===== config.mk =====
export PLATFORM = sky130hd
export DESIGN_NAME = ppd_mul
export DESIGN_NICKNAME = d
export VERILOG_FILES = /design/src/design/ppd_mul.sv
export SDC_FILE = /design/constraint.sdc
export NUM_CORES = 2
export LEC_CHECK = 0
export ABC_AREA = 1
export BUFFER_PORTS_ARGS = -buffer_cell sky130_fd_sc_hd__buf_2
export CAP_MARGIN = 25
export CORE_ASPECT_RATIO = 0.8
export CORE_MARGIN = 2
export CORE_UTILIZATION = 35
export CTS_CLUSTER_DIAMETER = 50
export DETAILED_ROUTE_END_ITERATION = 10
export PLACE_DENSITY = 0.59
export SKIP_CTS_REPAIR_TIMING = 1
export SLEW_MARGIN = 40
export SYNTH_ARGS = -nofsm -noshare
export SYNTH_HDL_FRONTEND = slang
export SYNTH_SLANG_ARGS = --single-unit

===== constraint.sdc =====
create_clock -name clk -period 9.8 [get_ports clk]
set_clock_uncertainty 0.1 [all_clocks]
set_input_delay 0.49 -clock clk [delete_from_list [all_inputs] [get_ports clk]]
set_output_delay 0.49 -clock clk [all_outputs]
set_load 0.01 [all_outputs]

===== src/design/ppd_mul.sv =====
// two stage signed multiplier built from chunk partial products
// depends on nothing; chunk width comes from the instantiating module
module ppd_mul #(
  parameter int AW = 32,
  parameter int BW = 32,
  parameter int CH = 32
) (
  input  logic                    clk,
  input  logic                    en,
  input  logic signed [AW-1:0]    a,
  input  logic signed [BW-1:0]    b,
  output logic signed [AW+BW-1:0] p
);

  localparam int NA = (AW + CH - 1) / CH;
  localparam int NB = (BW + CH - 1) / CH;
  localparam int XA = NA * CH;
  localparam int XB = NB * CH;
  localparam int XW = XA + XB;
  localparam int PPW = 2 * CH + 2;

  logic signed [XA-1:0]  a_ext;
  logic signed [XB-1:0]  b_ext;
  logic signed [PPW-1:0] pp_r [NA][NB];
  logic signed [XW-1:0]  sum_nxt;
  logic signed [AW+BW-1:0] p_r;

  assign a_ext = XA'(a);
  assign b_ext = XB'(b);

  always_ff @(posedge clk) begin
    if (en) begin
      for (int i = 0; i < NA; i++) begin
        for (int j = 0; j < NB; j++) begin
          pp_r[i][j] <= PPW'($signed({(i == NA - 1) ? a_ext[XA-1] : 1'b0, a_ext[i*CH +: CH]})
                      * $signed({(j == NB - 1) ? b_ext[XB-1] : 1'b0, b_ext[j*CH +: CH]}));
        end
      end
    end
  end

  always_comb begin
    sum_nxt = '0;
    for (int i = 0; i < NA; i++) begin
      for (int j = 0; j < NB; j++) begin
        sum_nxt = sum_nxt + (XW'(pp_r[i][j]) <<< (CH * (i + j)));
      end
    end
  end

  always_ff @(posedge clk) begin
    if (en) begin
      p_r <= sum_nxt[AW+BW-1:0];
    end
  end

  assign p = p_r;

endmodule

# Word-level counts from Yosys, hierarchy flattened

Memory sizes are Yosys's and may differ from the RTL's. A register that Yosys moved wholly into a read port is not among the register bits.
Cells that the tools add are included.

Reductions and logical operators: 0
Add/subtract/negate cells: 0
Bitwise logic cells: 0
Divide/modulo/power cells: 0
Shifts and indexed selects: 0
$mul: 1
Magnitude comparators: 0
Mux-type cells: 2
Equal/unequal tests: 0

Operators by type and width:

| operator                                       | count |
|---|---|
| 32-bit by 32-bit multiplier with 64-bit output | 1 |
| 1-bit two-way mux                              | 2 |

Latch bits: 0
ROM bits: 0
Output and inout bits: 64
Memory bits (writable): 66
Register bits after elaboration: 0
Word-level logic and storage cells: 4
Input bits: 66
Memories kept: 1

Memories:

| name | depth | width | rd ports | clocked after memory_dff | wr ports | RTL line | text |
|---|---|---|---|---|---|---|---|
| pp_r | 1     | 66    | 1        | 1                        | 1        | 24       | `logic signed [PPW-1:0] pp_r [NA][NB];` |

# Logic depth before layout (Yosys ltp)

Depth in word-level cells: 2
Mapped depth: 32
Gate-level depth less buffers: 31

# Worst setup path after synthesis

No wires, ideal clock.

Path type: in2reg
From: input port a[31]
To: memory pp_r[0][62] (netlist bit) (data pin)
Library setup time: 0.252 ns
Arrival: 7.041 ns
Slack: 2.407 ns
Buffers on the path: 1
Data required time: 9.448 ns
Stages on the path: 25
Path through: clkbuf_1 -> nand2_1 -> inv_1 -> fa_1 -> inv_1 -> fa_1 -> inv_1 -> fa_1 -> fa_1 -> inv_1 -> fa_1 -> inv_1 -> fa_1 -> inv_1 -> fa_1 -> fa_1 -> inv_1 -> ha_1 -> nand2_1 -> nor2_2 -> nand3_2 -> nor4_1 -> nand2_1 -> nand3_1 -> nand2_1

Cells in the longest elaborated chain, start to end: 1

RTL lines:

| element                                        | RTL line | text |
|---|---|---|
| start: declaration                             | 10       | `input logic signed [AW-1:0] a,` |
| 32-bit by 32-bit multiplier with 64-bit output | 36       | `* $signed({(j == NB - 1) ? b_ext[XB-1] : 1'b0, b_ext[j*CH +: CH]}));` |
| end: declaration                               | 24       |  |

Every way passes these cells.

# Worst setup path after layout

From: input port b[8]
To: memory pp_r[0][56] (netlist bit) (data pin)

Cells in the longest elaborated chain, start to end: 1

RTL lines:

| element                                        | RTL line | text |
|---|---|---|
| start: declaration                             | 11       | `input logic signed [BW-1:0] b,` |
| 32-bit by 32-bit multiplier with 64-bit output | 36       |  |

Every way passes these cells.

==> results.cfg <==
[critical_path]
end_kind = flip-flop
critPathRequiredTime_ns = 9.89
cp_max_fo = 32
critPathLaunchType = input port
crit_arrival_ns = 8.24
critPathKind = input port to flip-flop
worstRegToRegCells = 0

[clock_network]
root_buffer = clkbuf_16
htreeDepth = 4
clk_latency_ns = 0.43
clockBufferDepth = 2
clock_sinks = 128
cts_tree = built
path_clk_slew_ns = 0.07
cts_made_buffers = 17

[status]
status = finished clean

[grt]
grt_pass1_vias = 34435
grt_max_degree = 73
grt_first_pass_wirelength_microns = 201000
grt_antenna_before_repair = 8
grt.overflow.total = 0
grt_usage_pct = 20.9

[sta]
finalWorstSetupSlack_ns = 1.66
period_share_pct = 83.1
fmax_mhz = 123
setup_violations = 0
final.setup.tns_ns = 0
worst_pin_slew_ns = 0.888
rsz0062_at_grt = false
slew_viol_final = 0
slew_headroom_pct = 40.8
hold_viol = 0
period_needed_ns = 8.14

[finish]
nNetsFinal = 6482
areaGrowthSynthToFinish_pct = 7.11
utilization_pct = 37.8
layout.cells.non_filler = 6792
fill_cells = 12387
drive_above_1_share_pct = 4.63

[detailed_routing]
vias = 31398
dr.first_iter.drc_count = 2354
drtPass1Iterations = 6
route.detailed.drc = 0
postRouteAntennaNets = 0
wl_per_cell_microns = 18.3
viasPerCell = 4.62
routed_wl_microns = 125000

[logic_synthesis]
yosys_warnings = 0
synth-edff-count = 128
synth_ff_type = edfxtp_1
synth_nets = 6495
synth-seq-cells = 128
async_flop_share_pct = 0
ys_seq_area_share_pct = 9.02
syn_area_sq_um = 42600
synth_cell_types = 29
synth.avg_cell_area_sq_um = 8.26
syn_inst = 5163

[floorplan]
start_util_pct = 35.3
rows = 114
ios = 130
fp.coreArea_sq_um = 121000
fp.dieW_microns = 394
die_h_microns = 316
design.die.area_sq_um = 125000

[placement]
dp_slack_ns = 1.24
place_congestion = 0.909
port-buffer-count = 129
dp.cells = 6749
hpwl_microns = 104000

[job]
drv_cap = 0

[hold_path]
hp-class = flip-flop to flip-flop
min_path_cells = 0
stage by stage:
stage	hold slack, ns	area, sq um
2_1_floorplan	0.300	42600
3_3_place_gp	0.302	44800
3_5_place_dp	0.305	44800
4_1_cts	0.317	45400
5_1_grt	0.323	45600
6_report	0.313	45700
flip-flops by register name, indices dropped and copies added, names as in the netlist:
signal	flops
p	64
pp_r	64
Yosys cell counts (2+ instances only):
cell type  instances  share of area (%)
nand3_1           70               0.82
and2_1             2              0.029
fa_1            1082                 51
nor2_2            15               0.22
a21oi_2            2              0.041
nand2_1         1494                 13
or2_2              7               0.10
ha_1             184                5.4
nand2_2           12               0.18
o21ai_1            3              0.035
o21bai_1          12               0.21
nor4_1             2              0.029
o21ai_0           16               0.19
nand4_1           12               0.18
nor3_1             6              0.070
inv_1           1691                 15
xnor2_1            6               0.12
nor3_2             2              0.047
nor4_2             3              0.088
clkbuf_1         192                1.7
nor2_1           119                1.0
edfxtp_1         128                9.0
xor2_1            32               0.66
nand3_2            6               0.14
nand3b_1           4              0.070
a21oi_1           58               0.68
final cells by class:
cell class                 count  area [sq um]  area share, %
timing repair buffer         160          1100           2.41
inverter                    1691          6350           13.9
clock inverter                15           180          0.395
antenna                        5          12.5         0.0274
sequential                   128          3840           8.42
clock buffer                  17           425          0.932
tap                         1624          2030           4.45
multi-input combinational   3152         31700           69.5
cells by family after synthesis:
family	after synthesis	share of synthesized area, %
xor+xnor	38	0.781
fa+ha+maj	1266	56.2
simple gates	1756	16.2
compound gates	92	1.17
buf+inv	1883	16.6
flops	128	9.02
routing by layer:
metal  wire length (microns)  share of wire, %  vias to the layer above  global-route usage (%)
li1                        -                 -                    14177                       -
met1                   57000                46                    16140                    30.3
met2                   57800                46                      965                    34.6
met3                    8140               6.5                      114                    2.18
met4                    1710               1.4                        2                    3.07
met5                      11            0.0088                        -                       0
critical path, stage by stage:
cell,delay (ns)
buf_2,0.59
nand2_1,0.28
fa_1,0.69
fa_1,0.48
inv_1,0.09
fa_1,0.45
fa_1,0.91
inv_1,0.45
fa_1,0.61
inv_1,0.06
fa_1,0.53
inv_1,0.05
fa_1,0.47
inv_1,0.05
fa_1,0.45
ha_1,0.39
a21oi_1,0.32
o21ai_0,0.21
a21oi_1,0.23
nand2_1,0.08
a21oi_1,0.17
nand2_1,0.07
nand2_1,0.06
nand2_1,0.04
path summary, 6_finish.rpt:
kind | startpoint | end | slack [ns]
hold reg to reg | pp_r[0][17] | p[17] | 0.31
setup / recovery | b[8] | pp_r[0][56] | 1.66
setup reg to reg | pp_r[0][62] | p[62] | 8.95
hold / removal | pp_r[0][17] | p[17] | 0.31
cell usage in the layout, fill, tap and decap left out, types with 4 or more instances in the layout:
cell and instances:
inv_1 1691, nand2_1 1494, fa_1 1082, ha_1 184, edfxtp_1 128, nor2_1 119, buf_2 105, nand3_1 70
a21oi_1 58, buf_4 46, xor2_1 32, clkbuf_16 17, o21ai_0 16, nor2_2 15, nand2_2 12, nand4_1 12
o21bai_1 12, buf_16 8, or2_2 7, nand3_2 6, xnor2_1 6, nor3_1 6, inv_6 6, diode_2 5
nand3b_1 4
Power is not shown: default switching activity piles up to over one toggle a cycle in this logic, so the estimate is an artifact.
